<file path="config.mk">
export PLATFORM = sky130hd
export DESIGN_NAME = keyword_occurrence_counter_core_flat
export DESIGN_NICKNAME = d
export VERILOG_FILES = /design/src/sv/kwc_pkg.sv /design/src/sv/kwc_in_if.sv /design/src/sv/kwc_out_if.sv /design/src/sv/kwc_window_cmp.sv /design/src/sv/keyword_occurrence_counter_core.sv /design/src/flat_wrapper.sv
export SDC_FILE = /design/constraint.sdc
export NUM_CORES = 1
export LEC_CHECK = 0
export ABC_AREA = 1
export BUFFER_PORTS_ARGS = -buffer_cell sky130_fd_sc_hd__clkbuf_2
export CELL_PAD_IN_SITES_DETAIL_PLACEMENT = 2
export CELL_PAD_IN_SITES_GLOBAL_PLACEMENT = 2
export CORE_ASPECT_RATIO = 0.6
export CORE_UTILIZATION = 38
export DETAILED_ROUTE_END_ITERATION = 10
export PLACE_DENSITY_LB_ADDON = 0.1
export SYNTH_ARGS = -nofsm -noshare
export SYNTH_HDL_FRONTEND = slang
export SYNTH_SLANG_ARGS = --single-unit
</file>
<file path="constraint.sdc">
create_clock -name i_clk -period 28.4 [get_ports i_clk]
set_input_delay 5.68 -clock i_clk [delete_from_list [all_inputs] [get_ports i_clk]]
set_output_delay 5.68 -clock i_clk [all_outputs]
set_load 0.02 [all_outputs]
</file>
<file path="src/sv/kwc_pkg.sv">
`default_nettype none

package kwc_pkg;

    localparam int KW_BYTES    = 16;
    localparam int CFG_DATA_W  = 64;
    localparam int CFG_IDX_W   = 2;
    localparam int KW_LEN_W    = 5;
    localparam int COUNT_W     = 32;

    typedef logic [7:0]             t_byte;
    typedef logic [CFG_IDX_W-1:0]   t_cfg_idx;
    typedef logic [CFG_DATA_W-1:0]  t_cfg_data;
    typedef logic [COUNT_W-1:0]     t_count;

    localparam t_cfg_idx CFG_KEYWORD_LENGTH = 2'd0;
    localparam t_cfg_idx CFG_KEYWORD_LOW    = 2'd1;
    localparam t_cfg_idx CFG_KEYWORD_HIGH   = 2'd2;

    localparam t_byte CHAR_NUL     = 8'h00;
    localparam t_byte CHAR_NEWLINE = 8'h0A;

endpackage

`default_nettype wire

</file>
<file path="src/sv/kwc_in_if.sv">
`default_nettype none

interface kwc_in_if;
    import kwc_pkg::*;

    logic  valid;
    logic  ready;
    t_byte text_byte;
    logic  end_of_text;

    modport source (output valid, output text_byte, output end_of_text, input ready);
    modport sink   (input valid, input text_byte, input end_of_text, output ready);
endinterface

`default_nettype wire

</file>
<file path="src/sv/kwc_out_if.sv">
`default_nettype none

interface kwc_out_if;
    import kwc_pkg::*;

    logic   valid;
    logic   ready;
    t_count match_count;

    modport source (output valid, output match_count, input ready);
    modport sink   (input valid, input match_count, output ready);
endinterface

`default_nettype wire

</file>
<file path="src/sv/kwc_window_cmp.sv">
`default_nettype none

module kwc_window_cmp #(
    parameter int MAX_KEYWORD = 16,
    parameter int LEN_W       = $clog2(MAX_KEYWORD + 1)
) (
    input  kwc_pkg::t_byte    i_window  [MAX_KEYWORD],
    input  kwc_pkg::t_byte    i_keyword [MAX_KEYWORD],
    input  logic [LEN_W-1:0]  i_len,
    output logic              o_match
);
    import kwc_pkg::*;

    localparam int IDX_W = (MAX_KEYWORD > 1) ? $clog2(MAX_KEYWORD) : 1;

    logic [MAX_KEYWORD-1:0] lane_ok;

    // Window entry j holds the j-th newest byte; it lines up with keyword byte len-1-j.
    always_comb begin
        for (int j = 0; j < MAX_KEYWORD; j++) begin
            logic [LEN_W-1:0] pos;
            pos = i_len - LEN_W'(1) - LEN_W'(j);
            if (LEN_W'(j) < i_len) begin
                lane_ok[j] = (i_window[j] == i_keyword[pos[IDX_W-1:0]]);
            end else begin
                lane_ok[j] = 1'b1;
            end
        end
    end

    assign o_match = (i_len != '0) && (&lane_ok);

endmodule

`default_nettype wire

</file>
<file path="src/sv/keyword_occurrence_counter_core.sv">
// Keyword occurrence counter.
// Counts non-overlapping, leftmost occurrences of a keyword of up to
// MAX_KEYWORD bytes in a byte stream; matches never span lines.
// Channels: i_text carries text_byte and end_of_text, o_count carries
// match_count, both valid/ready. One result is produced per text, for the
// byte marked end_of_text, and it is the saturating 32-bit count.
// Configuration: i_cfg_we / i_cfg_idx / i_cfg_data write keyword_length
// (index 0), keyword bytes 0-7 (index 1) and bytes 8-15 (index 2); write
// only while no text is in flight.
// Throughput: one byte per cycle. A byte sits in the input register,
// where the parallel window compare runs, then updates state.
// The count is registered when the last byte leaves the input register.
// A stalled receiver holds the count in the output register; bytes keep
// flowing until a second end_of_text byte needs that register.
// Reset clears the keyword registers, the counter and the line state.
`default_nettype none

module keyword_occurrence_counter_core #(
    parameter int MAX_KEYWORD = 16
) (
    input  logic                  i_clk,
    input  logic                  i_rst_n,
    input  logic                  i_cfg_we,
    input  kwc_pkg::t_cfg_idx     i_cfg_idx,
    input  kwc_pkg::t_cfg_data    i_cfg_data,
    kwc_in_if.sink                i_text,
    kwc_out_if.source             o_count
);
    import kwc_pkg::*;

    localparam int LEN_W  = $clog2(MAX_KEYWORD + 1);
    localparam int SKIP_W = (MAX_KEYWORD > 1) ? $clog2(MAX_KEYWORD) : 1;

    // configuration
    logic [KW_LEN_W-1:0]   r_kw_len;
    logic [CFG_DATA_W-1:0] r_kw_low;
    logic [CFG_DATA_W-1:0] r_kw_high;

    // input register
    logic  r_in_valid;
    t_byte r_in_byte;
    logic  r_in_last;

    // line state
    t_byte             r_window [MAX_KEYWORD];
    t_byte             n_window [MAX_KEYWORD];
    logic [LEN_W-1:0]  r_fill,    n_fill;
    logic [SKIP_W-1:0] r_skip,    n_skip;
    logic              r_stopped, n_stopped;
    t_count            r_count,   n_count;

    // output register
    logic   r_out_valid;
    t_count r_out_count;

    logic [2*CFG_DATA_W-1:0] kw_flat;
    t_byte                   keyword [MAX_KEYWORD];
    logic [LEN_W-1:0]        len_eff;
    logic                    step;
    logic                    win_match;

    always_ff @(posedge i_clk) begin
        if (!i_rst_n) begin
            r_kw_len  <= '0;
            r_kw_low  <= '0;
            r_kw_high <= '0;
        end else if (i_cfg_we) begin
            unique case (i_cfg_idx)
                CFG_KEYWORD_LENGTH: r_kw_len  <= i_cfg_data[KW_LEN_W-1:0];
                CFG_KEYWORD_LOW:    r_kw_low  <= i_cfg_data;
                CFG_KEYWORD_HIGH:   r_kw_high <= i_cfg_data;
                default: ;
            endcase
        end
    end

    assign kw_flat = {r_kw_high, r_kw_low};

    always_comb begin
        for (int k = 0; k < MAX_KEYWORD; k++) begin
            keyword[k] = kw_flat[8*k +: 8];
        end
    end

    assign len_eff = (r_kw_len > KW_LEN_W'(MAX_KEYWORD)) ? LEN_W'(MAX_KEYWORD)
                                                          : r_kw_len[LEN_W-1:0];

    // A last byte needs the output register; others always advance.
    assign step = r_in_valid && (!r_in_last || !r_out_valid || o_count.ready);
    assign i_text.ready = !r_in_valid || step;

    always_ff @(posedge i_clk) begin
        if (!i_rst_n) begin
            r_in_valid <= 1'b0;
        end else if (i_text.ready) begin
            r_in_valid <= i_text.valid;
        end
    end

    always_ff @(posedge i_clk) begin
        if (i_text.ready && i_text.valid) begin
            r_in_byte <= i_text.text_byte;
            r_in_last <= i_text.end_of_text;
        end
    end

    always_comb begin
        n_window[0] = r_in_byte;
        for (int i = 1; i < MAX_KEYWORD; i++) begin
            n_window[i] = r_window[i-1];
        end
    end

    kwc_window_cmp #(
        .MAX_KEYWORD (MAX_KEYWORD),
        .LEN_W       (LEN_W)
    ) u_cmp (
        .i_window  (n_window),
        .i_keyword (keyword),
        .i_len     (len_eff),
        .o_match   (win_match)
    );

    always_comb begin
        n_fill    = r_fill;
        n_skip    = r_skip;
        n_stopped = r_stopped;
        n_count   = r_count;
        if (!r_stopped) begin
            if (r_in_byte == CHAR_NUL) begin
                n_stopped = 1'b1;
            end else begin
                if (r_fill < LEN_W'(MAX_KEYWORD)) begin
                    n_fill = r_fill + LEN_W'(1);
                end
                if (r_skip != '0) begin
                    n_skip = r_skip - SKIP_W'(1);
                end else if (win_match && (n_fill >= len_eff)) begin
                    if (r_count != '1) begin
                        n_count = r_count + COUNT_W'(1);
                    end
                    n_skip = SKIP_W'(len_eff - LEN_W'(1));
                end
            end
        end
        if (r_in_byte == CHAR_NEWLINE) begin
            n_fill    = '0;
            n_skip    = '0;
            n_stopped = 1'b0;
        end
    end

    // Window contents past the fill count never affect a match: no reset needed.
    always_ff @(posedge i_clk) begin
        if (step && !r_stopped && (r_in_byte != CHAR_NUL)) begin
            r_window <= n_window;
        end
    end

    always_ff @(posedge i_clk) begin
        if (!i_rst_n) begin
            r_fill    <= '0;
            r_skip    <= '0;
            r_stopped <= 1'b0;
            r_count   <= '0;
        end else if (step) begin
            if (r_in_last) begin
                r_fill    <= '0;
                r_skip    <= '0;
                r_stopped <= 1'b0;
                r_count   <= '0;
            end else begin
                r_fill    <= n_fill;
                r_skip    <= n_skip;
                r_stopped <= n_stopped;
                r_count   <= n_count;
            end
        end
    end

    always_ff @(posedge i_clk) begin
        if (!i_rst_n) begin
            r_out_valid <= 1'b0;
        end else if (step && r_in_last) begin
            r_out_valid <= 1'b1;
        end else if (o_count.ready) begin
            r_out_valid <= 1'b0;
        end
    end

    always_ff @(posedge i_clk) begin
        if (step && r_in_last) begin
            r_out_count <= n_count;
        end
    end

    assign o_count.valid       = r_out_valid;
    assign o_count.match_count = r_out_count;

    // A pending skip only follows a match inside the current line.
    a_skip_needs_fill: assert property (@(posedge i_clk) disable iff (!i_rst_n)
        (r_skip != '0) |-> (r_fill != '0))
        else $error("skip pending on an empty line");

    a_last_gives_result: assert property (@(posedge i_clk) disable iff (!i_rst_n)
        (step && r_in_last) |=> r_out_valid)
        else $error("last byte produced no result");

    a_nul_stops_line: assert property (@(posedge i_clk) disable iff (!i_rst_n)
        (step && !r_in_last && (r_in_byte == CHAR_NUL)) |=> r_stopped)
        else $error("terminator byte did not stop the line");

endmodule

`default_nettype wire

</file>
<file path="src/flat_wrapper.sv">
// flat-port wrapper written by rule: the top's interface ports become plain ports
module keyword_occurrence_counter_core_flat import kwc_pkg::*;
#(
    parameter int MAX_KEYWORD = 16
)
  (i_clk, i_rst_n, i_cfg_we, i_cfg_idx, i_cfg_data, i_text_valid, i_text_text_byte, i_text_end_of_text, i_text_ready, o_count_valid, o_count_match_count, o_count_ready);
  kwc_in_if i_text_i ();
  kwc_out_if o_count_i ();
  input  logic i_clk;
  input  logic i_rst_n;
  input  logic i_cfg_we;
  input  kwc_pkg::t_cfg_idx i_cfg_idx;
  input  kwc_pkg::t_cfg_data i_cfg_data;
  input wire logic [$bits(i_text_i.valid)-1:0] i_text_valid;
  input wire logic [$bits(i_text_i.text_byte)-1:0] i_text_text_byte;
  input wire logic [$bits(i_text_i.end_of_text)-1:0] i_text_end_of_text;
  output wire logic [$bits(i_text_i.ready)-1:0] i_text_ready;
  output wire logic [$bits(o_count_i.valid)-1:0] o_count_valid;
  output wire logic [$bits(o_count_i.match_count)-1:0] o_count_match_count;
  input wire logic [$bits(o_count_i.ready)-1:0] o_count_ready;
  assign i_text_i.valid = i_text_valid;
  assign i_text_i.text_byte = i_text_text_byte;
  assign i_text_i.end_of_text = i_text_end_of_text;
  assign i_text_ready = i_text_i.ready;
  assign o_count_valid = o_count_i.valid;
  assign o_count_match_count = o_count_i.match_count;
  assign o_count_i.ready = o_count_ready;
  keyword_occurrence_counter_core #(.MAX_KEYWORD(MAX_KEYWORD)) u_core (.i_clk(i_clk), .i_rst_n(i_rst_n), .i_cfg_we(i_cfg_we), .i_cfg_idx(i_cfg_idx), .i_cfg_data(i_cfg_data), .i_text(i_text_i), .o_count(o_count_i));
endmodule
</file>
==> metrics.txt <==
Die Ht about 190 um; CTS tree yes; crit path kind input pin to output pin; CTS Buf Count 37; GPL Wtd Cong around 0.95; final WL ~110000 um; Max rail drop VDD 0.04228 mV; CTS resizes 0; Mean Syn Cell Area roughly 6.7 sq um; most numerous cell in the Yosys netlist nand3_1; die width between 300 and 400 um; largest family of logic cells by synthesized area simple AND/OR/NAND/NOR gates; Layout fillers 6813; CTS Hold Buffers Added 0; RSZ-0062 raised after global routing no; I/O Pins ~110; post-synthesis compound-gate area fraction approximately 7.7%; multi-input logic area approximately 0.012 sq mm; CP Capture Type output pin; sequential area share after synthesis 38.00%; commonest cells in the netlist 957 x nand3_1, 885 x nand2_1, 257 x inv_1, 177 x dfxtp_1, 161 x edfxtp_1; top cells by area, synth edfxtp_1 22%, nand3_1 22%, dfxtp_1 16%; initial antenna violation count 6; Min-Delay Path Class flip-flop to flip-flop; worst skew pair latency around 0.59 ns; syn nets between 3000 and 4000; port bufs 113; Clock Sinks between 300 and 400; crit path cell chain clkbuf_2, inv_1, nand4_1, clkbuf_2; maximum number of pins on one net before global-route repair ~110; Syn. warnings 0; Nets 3368; row cnt 67; CP max FO 3; FF/Latch Area 0.008382 sq mm; Max-Cap Viols 0; Max Clock Skew roughly 0.016 ns; Worst EP arrival 6.18 ns; Post-synth top flop dfxtp_1; Post-synth EDFFs roughly 160; post-synthesis adder-cell area fraction less than 1%; layout cells sized above 1 under 10%; Min Hold Slack roughly 0.48 ns; P per Cell Area around 63 mW/mm^2; Worst-Margin Slew about 1.1 ns; outcome finished clean; final worst-path cycle share 41.77%; DR vias/cell 6.133; Setup Buffers After CTS 0; GR Overflow Total 0; Startpoint Class input pin; Antenna Cells 0; number of global-route vias before repair roughly 26000; slowest cell on the critical path clkbuf_2; Slowest Stage Delay on Critical Path 0.20 ns; WL per Instance 27.94 um; P&R area growth vs syn 9.862%; Cells after Synth 3268; first-pass GRT wire length 169200 um; fraction of the mapped netlist area in simple logic gates between 40 and 50%; clock-pin slew on the worst setup and hold paths around 0.060 ns; Final Max Slew Viols 0; xor and xnor area share after synthesis under 10%; cell repeated most along the worst path clkbuf_2; DR vias roughly 25000; Synth top area share between 20 and 25%; number of distinct library cells after synthesis 50; core footprint approximately 0.057 sq mm; synthesized area ~0.022 sq mm; Lkg Pwr ~11 nW; Seq cells post-synth 338; Iter 0 DRT Violations 2089; DRC 0; area leader, netlist edfxtp_1; root buffer cell clkbuf_16; CTS Buffer Depth 3; H-Tree Depth 2; TritonRoute pass-1 iters 5; Max-Slew Margin vs Limit about 30%; hpwl dp roughly 86000 um; Post-synth ARST share 0%; setup violators final 0; antenna-violating nets left 0; Worst EP required 22.72 ns; multiplexer share of the synthesized area 0%; setup tns final 0 ns; final worst path period need 11.86 ns; final hold vios 0; GRT Total Usage a little under two fifths; Die ar. a little under 0.06 sq mm; Initial Util 38.97%; fmax around 84 MHz
==> cell type report <==
class / count / area share (%)
Clock buffer: 46 / 4.178
Clock inverter: 19 / 0.6766
Inverter: 275 / 4.282
Multi-Input combinational cell: 2486 / 49.19
Sequential cell: 338 / 34.60
Tap cell: 759 / 3.920
Timing Repair Buffer: 139 / 3.151
==> metal layers <==
metal	vias up	part of all wire, %	track usage, %
li1	11060	-	-
met1	12740	45	52.12
met2	908	45	61.22
met3	206	6.5	5.250
met4	0	4.2	15.50
met5	-	0	0
==> metrics by stage <==
stage / instances / power [mW] / worst slack [ns] / cell area (sq um) / utilization (%)
2_1_floorplan: 3268 / 0.8487 / 12.26 / 22050 / -
3_3_place_gp: 3997 / 0.9944 / 16.55 / 23050 / 40.73
3_5_place_dp: 3997 / 1.021 / 16.54 / 23050 / 40.73
4_1_cts: 4062 / 1.523 / 16.54 / 24220 / 42.81
5_1_grt: 4062 / 1.588 / 16.51 / 24220 / 42.81
6_report: 4062 / 1.534 / 16.54 / 24220 / 42.81
==> sequential cells by signal (all words and copies together) (netlist names) <==
register,cells
u_core.r_kw_high,64
u_core.o_count.match_count,32
u_core.r_in_byte,8
u_core.r_in_last,1
u_core.n_window,120
u_core.r_stopped,1
u_core.r_fill,5
u_core.o_count.valid,1
u_core.r_count,32
u_core.r_kw_low,64
u_core.r_kw_len,5
u_core.r_in_valid,1
u_core.r_skip,4
==> placed cells by master (no fill, tap or decap), types with 9 or more instances in the layout <==
cell	count
a21oi_1	159
and2_1	19
buf_4	27
clkbuf_16	39
clkbuf_2	112
clkinv_2	9
dfxtp_1	176
edfxtp_1	161
ha_1	10
inv_1	255
inv_2	13
nand2_1	884
nand2_2	11
nand3_1	957
nand3b_1	65
nand4_1	15
nor2_1	120
nor3_1	14
o21ai_0	148
xor2_1	18
==> path summary, 6_finish.rpt <==
kind	startpoint	endpoint	slack, ns	cells past startpoint
setup reg to reg	u_core.r_kw_len[4]$_SDFFE_PN0P_	u_core.r_count[18]$_SDFFE_PN0P_	20.99	25
hold / removal	u_core.n_window[49]$_DFFE_PP_	u_core.n_window[41]$_DFFE_PP_	0.48	0
setup / recovery	o_count_ready	i_text_ready	16.54	4
hold reg to reg	u_core.n_window[49]$_DFFE_PP_	u_core.n_window[41]$_DFFE_PP_	0.48	0
==> cells by family (layout without fill, tap and decap cells) <==
logic type | after synthesis | count (layout)
xor+xnor | 28 | 28
flops | 338 | 338
buf+inv | 444 | 479
simple gates | 2119 | 2119
fa+ha+maj | 11 | 11
compound gates | 328 | 328
==> worst max-delay path, delay by kind of cell <==
kind / cells / cell delay (ns)
AND/OR/NAND/NOR: 1 / 0.14
buffers and inverters: 3 / 0.36
==> power breakdown <==
group | switching [mW] | internal [mW]
Combinational | 0.360 | 0.119
Clock | 0.232 | 0.273
Sequential | 0.0182 | 0.531
Power figures use the tool's default switching activity.
